File: src/sbbg_pkg.sv
package sbbg_pkg;

   localparam int NUM_LANES = 4;
   localparam int REM_W     = 7;

   // Generator constants
   localparam logic [31:0] LCG_MUL = 32'd69069;
   localparam logic [63:0] LCG_ADD = 64'd12345;
   localparam logic [31:0] MWC_MUL = 32'd698769069;

   // Reseed constants
   localparam logic [31:0] XS_HASH_MUL  = 32'd2109210;
   localparam logic [31:0] XS_SEED_MUL  = 32'd2121212;
   localparam logic [31:0] MWC_SEED_MUL = 32'd101112;
   localparam logic [31:0] CAR_SEED_MUL = 32'd12121;
   localparam logic [31:0] CAR_TRI_MUL  = 32'd6;
   localparam logic [63:0] XS_SEED_ADD  = 64'd1;
   localparam logic [63:0] CAR_SEED_ADD = 64'd7;
   localparam logic [63:0] MWC_SEED_XOR = 64'd13;

   // Reset values of the state words
   localparam logic [63:0] LCG_INIT   = 64'd123456789;
   localparam logic [63:0] XS_INIT    = 64'd362436000;
   localparam logic [63:0] MWC_INIT   = 64'd521288629;
   localparam logic [63:0] CARRY_INIT = 64'd7654321;

   // Remainder moduli
   localparam logic [REM_W-1:0] MOD_17     = 7'd17;
   localparam logic [REM_W-1:0] MOD_7      = 7'd7;
   localparam logic [REM_W-1:0] MOD_3      = 7'd3;
   localparam logic [REM_W-1:0] MOD_107    = 7'd107;
   localparam logic [REM_W-1:0] MOD_LETTER = 7'd26;
   localparam logic [REM_W-1:0] MOD_CHANCE = 7'd101;

   // Remainder lane assignment
   localparam int LANE_M17    = 0;
   localparam int LANE_M7     = 1;
   localparam int LANE_M3     = 2;
   localparam int LANE_M107   = 3;
   localparam int LANE_LETTER = 0;
   localparam int LANE_CHANCE = 1;

   // Nibble steps for a 64-bit and a 32-bit remainder
   localparam logic [4:0] SEED_MOD_STEPS = 5'd16;
   localparam logic [4:0] BYTE_MOD_STEPS = 5'd8;

   localparam logic [7:0] CHAR_A       = 8'd97;
   localparam logic [7:0] CHAR_ZERO    = 8'd48;
   localparam logic [7:0] CHAR_NEWLINE = 8'd10;

   typedef struct packed {
      logic [31:0] a;
      logic [31:0] b;
      logic        hi;
      logic        first;
      logic [63:0] base;
   } mac_op_type;

   typedef struct packed {
      logic load;
      logic run;
   } mod_ctl_type;

   typedef enum logic [6:0] {
      ST_IDLE = 7'b0000001,
      ST_PRE  = 7'b0000010,
      ST_SMOD = 7'b0000100,
      ST_SEED = 7'b0001000,
      ST_DRAW = 7'b0010000,
      ST_BMOD = 7'b0100000,
      ST_OUT  = 7'b1000000
   } state_type;

   typedef enum logic [2:0] {
      DST_NONE,
      DST_TMP,
      DST_LCG,
      DST_XS,
      DST_MWC,
      DST_MWC_T,
      DST_CARRY
   } dst_type;

endpackage

File: src/sbbg_mod.sv
module sbbg_mod import sbbg_pkg::*; (
   input  logic                                clock,
   input  mod_ctl_type                         ctl,
   input  logic [NUM_LANES-1:0][63:0]          opnd,
   input  logic [NUM_LANES-1:0][REM_W-1:0]     modulus,
   output logic [NUM_LANES-1:0][REM_W-1:0]     rem
);

   logic [NUM_LANES-1:0][63:0]      opnd_ff;
   logic [NUM_LANES-1:0][REM_W-1:0] mod_ff;
   logic [NUM_LANES-1:0][REM_W-1:0] rem_ff;
   logic [NUM_LANES-1:0][REM_W-1:0] rem_in;

   // Fold in one nibble: (rem * 16 + nibble) stays below 16 * m
   function automatic logic [REM_W-1:0] reduce(logic [REM_W+3:0] v_in, logic [REM_W-1:0] m);
      logic [REM_W+3:0] v;
      logic [REM_W+3:0] mk;
      v = v_in;
      for (int k = 3; k >= 0; k--) begin
         mk = (REM_W+4)'(m) << k;
         if (v >= mk) begin
            v = v - mk;
         end
      end
      return v[REM_W-1:0];
   endfunction

   always_comb begin
      for (int i = 0; i < NUM_LANES; i++) begin
         rem_in[i] = reduce({rem_ff[i], opnd_ff[i][63:60]}, mod_ff[i]);
      end
   end

   assign rem = rem_ff;

   always_ff @(posedge clock) begin
      if (ctl.load) begin
         opnd_ff <= opnd;
         mod_ff  <= modulus;
         rem_ff  <= '0;
      end else if (ctl.run) begin
         for (int i = 0; i < NUM_LANES; i++) begin
            opnd_ff[i] <= {opnd_ff[i][59:0], 4'd0};
         end
         rem_ff <= rem_in;
      end
   end

endmodule
File: config.mk
export PLATFORM = sky130hd
export DESIGN_NAME = sbbg_mod
export DESIGN_NICKNAME = d
export VERILOG_FILES = /design/src/sbbg_pkg.sv /design/src/sbbg_mod.sv
export SDC_FILE = /design/constraint.sdc
export NUM_CORES = 1
export LEC_CHECK = 0
export BUFFER_PORTS_ARGS = -buffer_cell sky130_fd_sc_hd__buf_2
export CAP_MARGIN = 20
export CORE_MARGIN = 3
export CORE_UTILIZATION = 62
export CTS_CLUSTER_DIAMETER = 120
export CTS_CLUSTER_SIZE = 25
export DETAILED_ROUTE_END_ITERATION = 16
export PLACE_DENSITY_LB_ADDON = 0.08
export SETUP_SLACK_MARGIN = 0.5
export SYNTH_ARGS = -nofsm -noshare
export SYNTH_HDL_FRONTEND = slang
export SYNTH_SLANG_ARGS = --single-unit
File: constraint.sdc
create_clock -name clock -period 16.99 [get_ports clock]
set_input_delay 1.699 -clock clock [delete_from_list [all_inputs] [get_ports clock]]
set_output_delay 1.699 -clock clock [all_outputs]
set_load 0.05 [all_outputs]
==> results.toml <==
[timing]
slew_violations = 0
finalCritPeriodShare = 0.570
tns_ns = 0
worstMarginPinSlew_ns = 1.27
setup_viol = 0
hold_viol = 0
clock-skew-final_ns = 0.0138
max_freq_mhz = 103
min_period_ns = 9.69
slew_headroom = 0.152
rsz0062_at_grt = "no"

[flow_run]
maxCapViolCount = 0

[die]
die_h_um = 180
rows = 63
start_util = 0.633
coreArea_mm2 = 0.0298
die-area_mm2 = 0.0325
io_pins = 315
dieWidth_um = 180

[worst_setup_path]
startpoint_type = "register"
critPathTopFamily = "compound AO/OA/AOI/OAI gates"
arrival_ns = 10.12
regToRegSetupSlack_ns = 7.30
crit_required_ns = 17.41
path_class = "register to register"
cpPeakStageDelay_ns = 0.67
path_max_fanout = 13
timing.critical_path.buf_inv = 1
crit_path_end_kind = "register"
cpMaxStageDelayCell = "nor3_1"

[cts]
cts_buffers = 16
clock_path_buffers = 3
root_buffer = "clkbuf_16"
cts-htree-levels = 1
cts_resized = 0
clkLatencyLatePin_ns = 0.52
cts_hold_buf = 0
postCtsSetupBuffers = 0
clock_sinks = 312
cts_tree = "done"
cts.reportedPaths.clkPinSlew_ns = 0.11

[route]
detail-route-antenna-nets = 0
vias = 13161
vias_per_cell = 5.88
drt_iter0_markers = 1040
drtPass1Iterations = 5
avgRoutedWirePerCell_um = 19.6
drc = 0
drt_wl_total_um = 43900

[synth]
syn_area_mm2 = 0.0189
synthFlopType = "edfxtp_1"
synthTopCellsByArea = "edfxtp_1 (45%), mux2_2 (16%), ha_1 (7.4%)"
syn_avg_cell_area_um2 = 12.2
yosys.cell_types.count = 77
synthCells = 1540
synth_top_area_share = 0.452
seq_area_frac_synth = 0.482
yosysWarnings = 0
synth-edff-count = 284
syn_nets = 1955
ys_ff_latch = 312
async_flop_share = 0
synth_top_cell_by_area = "edfxtp_1"

[global_route]
grt_pass1_vias = 13132
grt_max_degree = 208
overflow = 0
grt.total_usage = 0.261
antenna_found_initial = 24
grt_first_pass_wirelength_um = 68700

[cells_and_area]
fillers = 2103
post-route-util = 0.715
layout-drive-gt1-share = 0.340
syn2layout_area_growth_pct = 12.9
final_nets = 2247

[outcome]
status = "complete, no violations"

[placement]
gp_congestion = 0.892
io_buffers = 314
dp_hpwl_um = 33200

[worst_hold_path]
hold_path.class = "register to register"
[synth_stat cells, drive strengths merged (30+ instances only)]
library cell  number
a211oi            30
xnor2             40
mux2             276
nand2             50
o21ai             45
clkbuf            42
ha               112
nor2             103
a21oi             81
mux2i             33
a21o              38
inv               86
edfxtp           284
[final timing paths]
check	start	to	cells after the start
worst min register to register	opnd_ff[185]	opnd_ff[189]	1
worst max-delay path	mod_ff[14]	rem[15]	36
worst max register to register	mod_ff[14]	rem[15]	36
worst min-delay path	opnd_ff[185]	opnd_ff[189]	1
[worst register-to-register path: cells and delay by family (launching register included)]
family	cells	cell delay, ns
AO/OA/AOI/OAI	17	3.86
adder cells (fa/ha/maj)	5	1.57
buffers and inverters	1	0.06
flip-flops	1	0.48
multiplexers	3	1.36
AND/OR/NAND/NOR	10	2.27
[final cells by class]
| cell class | instances | area [µm²] | area share |
|---|---|---|---|
| multi-input cells | 1096 | 9270 | 0.435 |
| flip-flops and latches | 312 | 9090 | 0.427 |
| repair buffers | 320 | 1640 | 0.0770 |
| well taps | 390 | 488 | 0.0229 |
| clock buffers | 19 | 422 | 0.0198 |
| inverters | 86 | 323 | 0.0152 |
| clock inverters | 2 | 32.5 | 0.00153 |
| diodes | 12 | 30.0 | 0.00141 |
[sequential cells by signal (all words and copies together) (netlist names)]
name / flops
opnd_ff: 256
mod_ff: 28
rem: 28
[cell usage in the layout (no fill, tap or decap), types with 5 or more instances in the layout]
cell type	netlist	final
buf_4	0	5
nand2b_1	13	13
o21ai_1	14	14
fa_1	16	16
nor2_1	103	103
a21oi_1	81	81
nor3_1	15	15
clkbuf_16	0	16
diode_2	0	12
xor2_1	27	27
ha_1	112	112
nand3_1	10	10
nand2_1	50	50
buf_2	3	313
mux2i_1	33	33
nor4_1	6	6
o21bai_1	11	11
nor2b_1	24	24
a31oi_1	5	5
o211ai_1	9	9
xnor2_1	40	40
a211oi_1	28	28
o21ai_0	30	30
o31ai_1	12	12
a21o_1	38	38
nand4_1	21	21
a211o_1	8	8
dfxtp_1	28	28
mux2_2	270	270
o21a_1	14	14
edfxtp_1	284	284
and2_1	21	21
inv_1	86	86
[cells by family (layout without fill, tap and decap cells)]
family | count (synthesis) | after routing | share of synthesized area
DFF | 312 | 312 | 0.482
muxes | 309 | 309 | 0.183
and+or+nand+nor | 297 | 297 | 0.0801
AOI/OAI and AO/OA | 295 | 295 | 0.106
buffers and inverters | 132 | 427 | 0.0265
adders and majority gates | 128 | 128 | 0.0913
xor gates and xnor gates | 67 | 67 | 0.0311
other | 0 | 12 | 0
[layer usage]
layer	GRT usage	wire length, µm
met5	0	146
met4	0.0540	918
met3	0.0733	3400
met2	0.448	21700
met1	0.332	17800
[stage by stage]
| step | instance area [µm²] | hold WS, ns | cells | worst slack, ns |
|---|---|---|---|---|
| 2_1_floorplan | 18900 | 0.525 | 1540 | 8.58 |
| 3_3_place_gp | 20800 | 0.526 | 2203 | 7.85 |
| 3_5_place_dp | 20800 | 0.534 | 2203 | 7.46 |
| 4_1_cts | 21300 | 0.556 | 2224 | 7.36 |
| 5_1_grt | 21300 | 0.569 | 2234 | 6.47 |
| 6_report | 21300 | 0.549 | 2237 | 7.30 |
Power is left out: the tool's default activity adds up to more than one toggle a clock period on the data nets, which glitch-free logic cannot reach.
