$ cat src/sbbg_pkg.sv
package sbbg_pkg;

   localparam int NUM_LANES = 4;
   localparam int REM_W     = 7;

   // Generator constants
   localparam logic [31:0] LCG_MUL = 32'd69069;
   localparam logic [63:0] LCG_ADD = 64'd12345;
   localparam logic [31:0] MWC_MUL = 32'd698769069;

   // Reseed constants
   localparam logic [31:0] XS_HASH_MUL  = 32'd2109210;
   localparam logic [31:0] XS_SEED_MUL  = 32'd2121212;
   localparam logic [31:0] MWC_SEED_MUL = 32'd101112;
   localparam logic [31:0] CAR_SEED_MUL = 32'd12121;
   localparam logic [31:0] CAR_TRI_MUL  = 32'd6;
   localparam logic [63:0] XS_SEED_ADD  = 64'd1;
   localparam logic [63:0] CAR_SEED_ADD = 64'd7;
   localparam logic [63:0] MWC_SEED_XOR = 64'd13;

   // Reset values of the state words
   localparam logic [63:0] LCG_INIT   = 64'd123456789;
   localparam logic [63:0] XS_INIT    = 64'd362436000;
   localparam logic [63:0] MWC_INIT   = 64'd521288629;
   localparam logic [63:0] CARRY_INIT = 64'd7654321;

   // Remainder moduli
   localparam logic [REM_W-1:0] MOD_17     = 7'd17;
   localparam logic [REM_W-1:0] MOD_7      = 7'd7;
   localparam logic [REM_W-1:0] MOD_3      = 7'd3;
   localparam logic [REM_W-1:0] MOD_107    = 7'd107;
   localparam logic [REM_W-1:0] MOD_LETTER = 7'd26;
   localparam logic [REM_W-1:0] MOD_CHANCE = 7'd101;

   // Remainder lane assignment
   localparam int LANE_M17    = 0;
   localparam int LANE_M7     = 1;
   localparam int LANE_M3     = 2;
   localparam int LANE_M107   = 3;
   localparam int LANE_LETTER = 0;
   localparam int LANE_CHANCE = 1;

   // Nibble steps for a 64-bit and a 32-bit remainder
   localparam logic [4:0] SEED_MOD_STEPS = 5'd16;
   localparam logic [4:0] BYTE_MOD_STEPS = 5'd8;

   localparam logic [7:0] CHAR_A       = 8'd97;
   localparam logic [7:0] CHAR_ZERO    = 8'd48;
   localparam logic [7:0] CHAR_NEWLINE = 8'd10;

   typedef struct packed {
      logic [31:0] a;
      logic [31:0] b;
      logic        hi;
      logic        first;
      logic [63:0] base;
   } mac_op_type;

   typedef struct packed {
      logic load;
      logic run;
   } mod_ctl_type;

   typedef enum logic [6:0] {
      ST_IDLE = 7'b0000001,
      ST_PRE  = 7'b0000010,
      ST_SMOD = 7'b0000100,
      ST_SEED = 7'b0001000,
      ST_DRAW = 7'b0010000,
      ST_BMOD = 7'b0100000,
      ST_OUT  = 7'b1000000
   } state_type;

   typedef enum logic [2:0] {
      DST_NONE,
      DST_TMP,
      DST_LCG,
      DST_XS,
      DST_MWC,
      DST_MWC_T,
      DST_CARRY
   } dst_type;

endpackage

$ cat src/sbbg_mac.sv
module sbbg_mac import sbbg_pkg::*; (
   input  logic        clock,
   input  logic        en,
   input  mac_op_type  op,
   output logic [63:0] sum
);

   logic [63:0] acc_ff;
   logic [63:0] acc_in;
   logic [63:0] prod;
   logic [63:0] prod_sh;

   always_comb begin
      prod    = {32'd0, op.a} * {32'd0, op.b};
      prod_sh = op.hi ? {prod[31:0], 32'd0} : prod;
      acc_in  = (op.first ? op.base : acc_ff) + prod_sh;
   end

   assign sum = acc_in;

   always_ff @(posedge clock) begin
      if (en) begin
         acc_ff <= acc_in;
      end
   end

endmodule

$ cat config.mk
export PLATFORM = sky130hd
export DESIGN_NAME = sbbg_mac
export DESIGN_NICKNAME = d
export VERILOG_FILES = /design/src/sbbg_pkg.sv /design/src/sbbg_mac.sv
export SDC_FILE = /design/constraint.sdc
export NUM_CORES = 2
export LEC_CHECK = 0
export ABC_AREA = 1
export BUFFER_PORTS_ARGS = -buffer_cell sky130_fd_sc_hd__buf_2
export CAP_MARGIN = 5
export CORE_ASPECT_RATIO = 0.8
export CORE_MARGIN = 10
export CORE_UTILIZATION = 70
export CTS_BUF_LIST = sky130_fd_sc_hd__clkbuf_2
export DETAILED_ROUTE_END_ITERATION = 10
export HOLD_SLACK_MARGIN = 0.05
export PLACE_DENSITY = 0.89
export SLEW_MARGIN = 20
export SYNTH_ARGS = -nofsm -noshare
export SYNTH_HDL_FRONTEND = slang
export SYNTH_SLANG_ARGS = --single-unit
$ cat constraint.sdc
create_clock -name clock -period 17.75 [get_ports clock]
set_input_delay 3.55 -clock clock [delete_from_list [all_inputs] [get_ports clock]]
set_output_delay 3.55 -clock clock [all_outputs]
set_load 0.005 [all_outputs]
==> run summary <==
### Synth
* **synthesized netlist cell count** 5602
* **fraction of synthesized cell area taken by the top area cell type** 42.47%
* **most instantiated library cell after synthesis** sky130_fd_sc_hd__inv_1
* **top cells by instance count after synthesis** 1639 x sky130_fd_sc_hd__inv_1, 1444 x sky130_fd_sc_hd__nand2_1, 897 x sky130_fd_sc_hd__fa_1
* **main area contributors after synthesis** sky130_fd_sc_hd__fa_1 42%, sky130_fd_sc_hd__inv_1 15%, sky130_fd_sc_hd__nand2_1 13%
* **area of the mapped netlist** 0.04228 mm2
* **net count of the mapped netlist** 6957
* **yosys synthesis warning count** 0
* **cell taking the most area after synthesis** sky130_fd_sc_hd__fa_1
* **number of storage elements in the synthesis netlist** 64
* **mean instance size in the synthesized netlist** 7.548 um2
* **share of the yosys chip area belonging to registers** 4.545%
* **most instantiated flip-flop cell in the synthesis netlist** sky130_fd_sc_hd__edfxtp_1
* **number of distinct library cells after synthesis** 52
* **async set or reset register ratio after synthesis** 0%
* **number of enable flip-flop cells after synthesis** 64

### Global route
* **number of antenna violations at the first check in global routing** 8
* **via count of the first global-routing pass** 38.89k
* **largest net degree at the start of global routing** 66
* **GR Util All Layers** 38.66%
* **global route total overflow** 0
* **wire length of the first global-routing pass** 210.2 mm

### Layout
* **fraction of final layout cells sized beyond drive strength 1** 6.719%
* **Top Registers** acc_ff x64
* **max FFs per register** 64
* **Register Area** 0.001922 mm2
* **Layout area overhead** 3.462%
* **Reg with most FFs** acc_ff
* **area taken by multi-input logic gates** 0.03331 mm2
* **fill cell instance count of the final layout** 4527
* **post-layout net count** 6976

### Timing
* **setup repair after global routing missed its margin** no
* **crit share post-route** 93.69%
* **clock tree skew after final layout** 0.04553 ns
* **final slew viol count** 0
* **minimum period implied by the final worst setup slack** 16.63 ns
* **worst slew pin tran** 0.9790 ns
* **setup tns final** 0 ns
* **count of endpoints failing setup in the final report** 0
* **number of hold violations in the final report** 0
* **worst slew slack as a fraction of its limit** 34.74%
* **achievable clock frequency** 60.13 MHz

### Floorplanning
* **width of the die** 294.8 um
* **die area** 0.07070 mm2
* **placement row count** 80
* **core area** 0.05976 mm2
* **initial core utilization** 70.76%
* **number of top-level pins** 196
* **overall die height** 239.8 um

### CTS
* **clock insertion delay at the later pin of the skew report** 0.64 ns
* **TritonCTS clock tree** done
* **clk buf depth** 2
* **post-cts sizing count** 0
* **Num Clock Sinks** 64
* **Post-CTS Hold Fix Bufs** 0
* **number of setup buffers added after CTS** 0
* **number of buffers inserted during clock tree synthesis** 9
* **Clock Root Buffer** sky130_fd_sc_hd__clkbuf_2
* **CTS clk-pin slew, worst paths** 0.20 ns
* **CTS H-tree lvls** 3

### Worst setup path
* **endpoint arrival time on the critical path** 13.08 ns
* **kind of start point of the critical path** input pin
* **Slowest cell on crit path** sky130_fd_sc_hd__buf_2
* **most frequent CP cell** sky130_fd_sc_hd__fa_1
* **gate family responsible for the most delay along the worst path** adder cells
* **category of the worst setup path capture point** output port
* **highest net fanout along the worst path** 32
* **Buffers & Inverters on Critical Path** 8
* **required time reported for the critical path endpoint** 14.20 ns
* **critical path start-end classification** in2out
* **Crit path largest cell delay** 0.72 ns

### Drt
* **detail-routed via count per cell** 5.756
* **starting DRC count in detailed routing** 4477
* **count of vias placed by the detailed router** 36.90k
* **wire length per cell after detailed routing** 20.77 um
* **drt drc** 0
* **Initial DRT Pass Iterations** 6
* **Routed Antenna Nets** 0
* **DRT Wirelength** 133.1 mm

### Placed design
* **detailed placement HPWL** 112.0 mm
* **buffers added on ports** 195
* **RD Place Congestion** 1.063

### Job
* **number of max-capacitance violations reported** 0

### Hold path
* **HP Class** reg2reg

### Outcome
* **result of the run** finished clean

[per-layer routing]
layer,global-route usage [%],part of all wire [%]
met4,14.27,4.0
met3,14.40,15
met2,56.66,43
met5,0,0.019
met1,51.96,38
[logic make-up after synthesis]
family | share of synthesized area [%]
xor gates and xnor gates | 1.903
adders and majority gates | 52.11
AOI/OAI and AO/OA | 5.323
and+or+nand+nor | 17.73
DFF | 4.545
muxes | 1.701
buffers and inverters | 16.68
[area by class of cell]
class	instances	share of cell area, %
multi-input combinational	3659	76.14
clock inverter	6	0.1373
clock buffer	10	0.1144
tap	779	2.228
inverter	1668	14.31
timing repair buffer	219	2.643
sequential	64	4.393
antenna	6	0.03432
[stage by stage]
| stage | cell area [um2] | hold WS [ns] | setup WS [ns] | util [%] | std cells |
|---|---|---|---|---|---|
| final | 43750 | 0.7314 | 1.120 | 73.21 | 6411 |
| after global routing | 43740 | 0.7772 | 0.7214 | 73.20 | 6409 |
| after CTS | 43730 | 0.7341 | 1.371 | 73.18 | 6405 |
| after detailed placement | 43620 | 0.6879 | 1.390 | 73.00 | 6389 |
| after global placement | 43620 | 0.6844 | 1.408 | 73.00 | 6389 |
| after floorplan | 42280 | 0.6901 | 3.424 | - | 5602 |
[cells in the final DEF, fill, tap and decap left out, types with 8 or more instances in the layout]
master,Yosys,final
sky130_fd_sc_hd__nor2_2,9,9
sky130_fd_sc_hd__inv_2,28,28
sky130_fd_sc_hd__o21a_1,8,8
sky130_fd_sc_hd__xnor2_1,34,34
sky130_fd_sc_hd__nand2_1,1444,1444
sky130_fd_sc_hd__nor2_1,266,266
sky130_fd_sc_hd__a31oi_1,24,24
sky130_fd_sc_hd__fa_1,897,897
sky130_fd_sc_hd__nor3_1,24,24
sky130_fd_sc_hd__o21ai_1,30,30
sky130_fd_sc_hd__mux2_2,63,63
sky130_fd_sc_hd__o21bai_1,17,17
sky130_fd_sc_hd__a21o_1,25,25
sky130_fd_sc_hd__buf_4,0,24
sky130_fd_sc_hd__edfxtp_1,64,64
sky130_fd_sc_hd__inv_1,1639,1639
sky130_fd_sc_hd__o21ai_0,79,79
sky130_fd_sc_hd__ha_1,326,326
sky130_fd_sc_hd__buf_2,0,195
sky130_fd_sc_hd__nand3_1,108,108
sky130_fd_sc_hd__clkbuf_2,0,10
sky130_fd_sc_hd__xor2_1,56,56
sky130_fd_sc_hd__a21oi_1,155,155
[final timing paths]
| check | startpoint | end | slack (ns) | cells after the start |
|---|---|---|---|---|
| worst max-delay path | op[90] | sum[61] | 1.12 | 33 |
| worst max register to register | acc_ff[45]$_DFFE_PP_ | acc_ff[62]$_DFFE_PP_ | 14.51 | 9 |
| worst min register to register | acc_ff[0]$_DFFE_PP_ | acc_ff[0]$_DFFE_PP_ | 0.73 | 2 |
| worst min-delay path | acc_ff[0]$_DFFE_PP_ | acc_ff[0]$_DFFE_PP_ | 0.73 | 2 |
[worst register-to-register path, cell delays in order (launching register included)]
cell and delay (ns):
sky130_fd_sc_hd__edfxtp_1 0.41, sky130_fd_sc_hd__mux2_2 0.29, sky130_fd_sc_hd__ha_1 0.39, sky130_fd_sc_hd__a21o_1 0.21
sky130_fd_sc_hd__a31oi_1 0.53, sky130_fd_sc_hd__o21ai_0 0.21, sky130_fd_sc_hd__a21oi_1 0.19, sky130_fd_sc_hd__nand3_2 0.24
sky130_fd_sc_hd__a21oi_1 0.23, sky130_fd_sc_hd__xor2_1 0.32
Power is not shown: default switching activity piles up to over one toggle a cycle in this logic, so the estimate is an artifact.
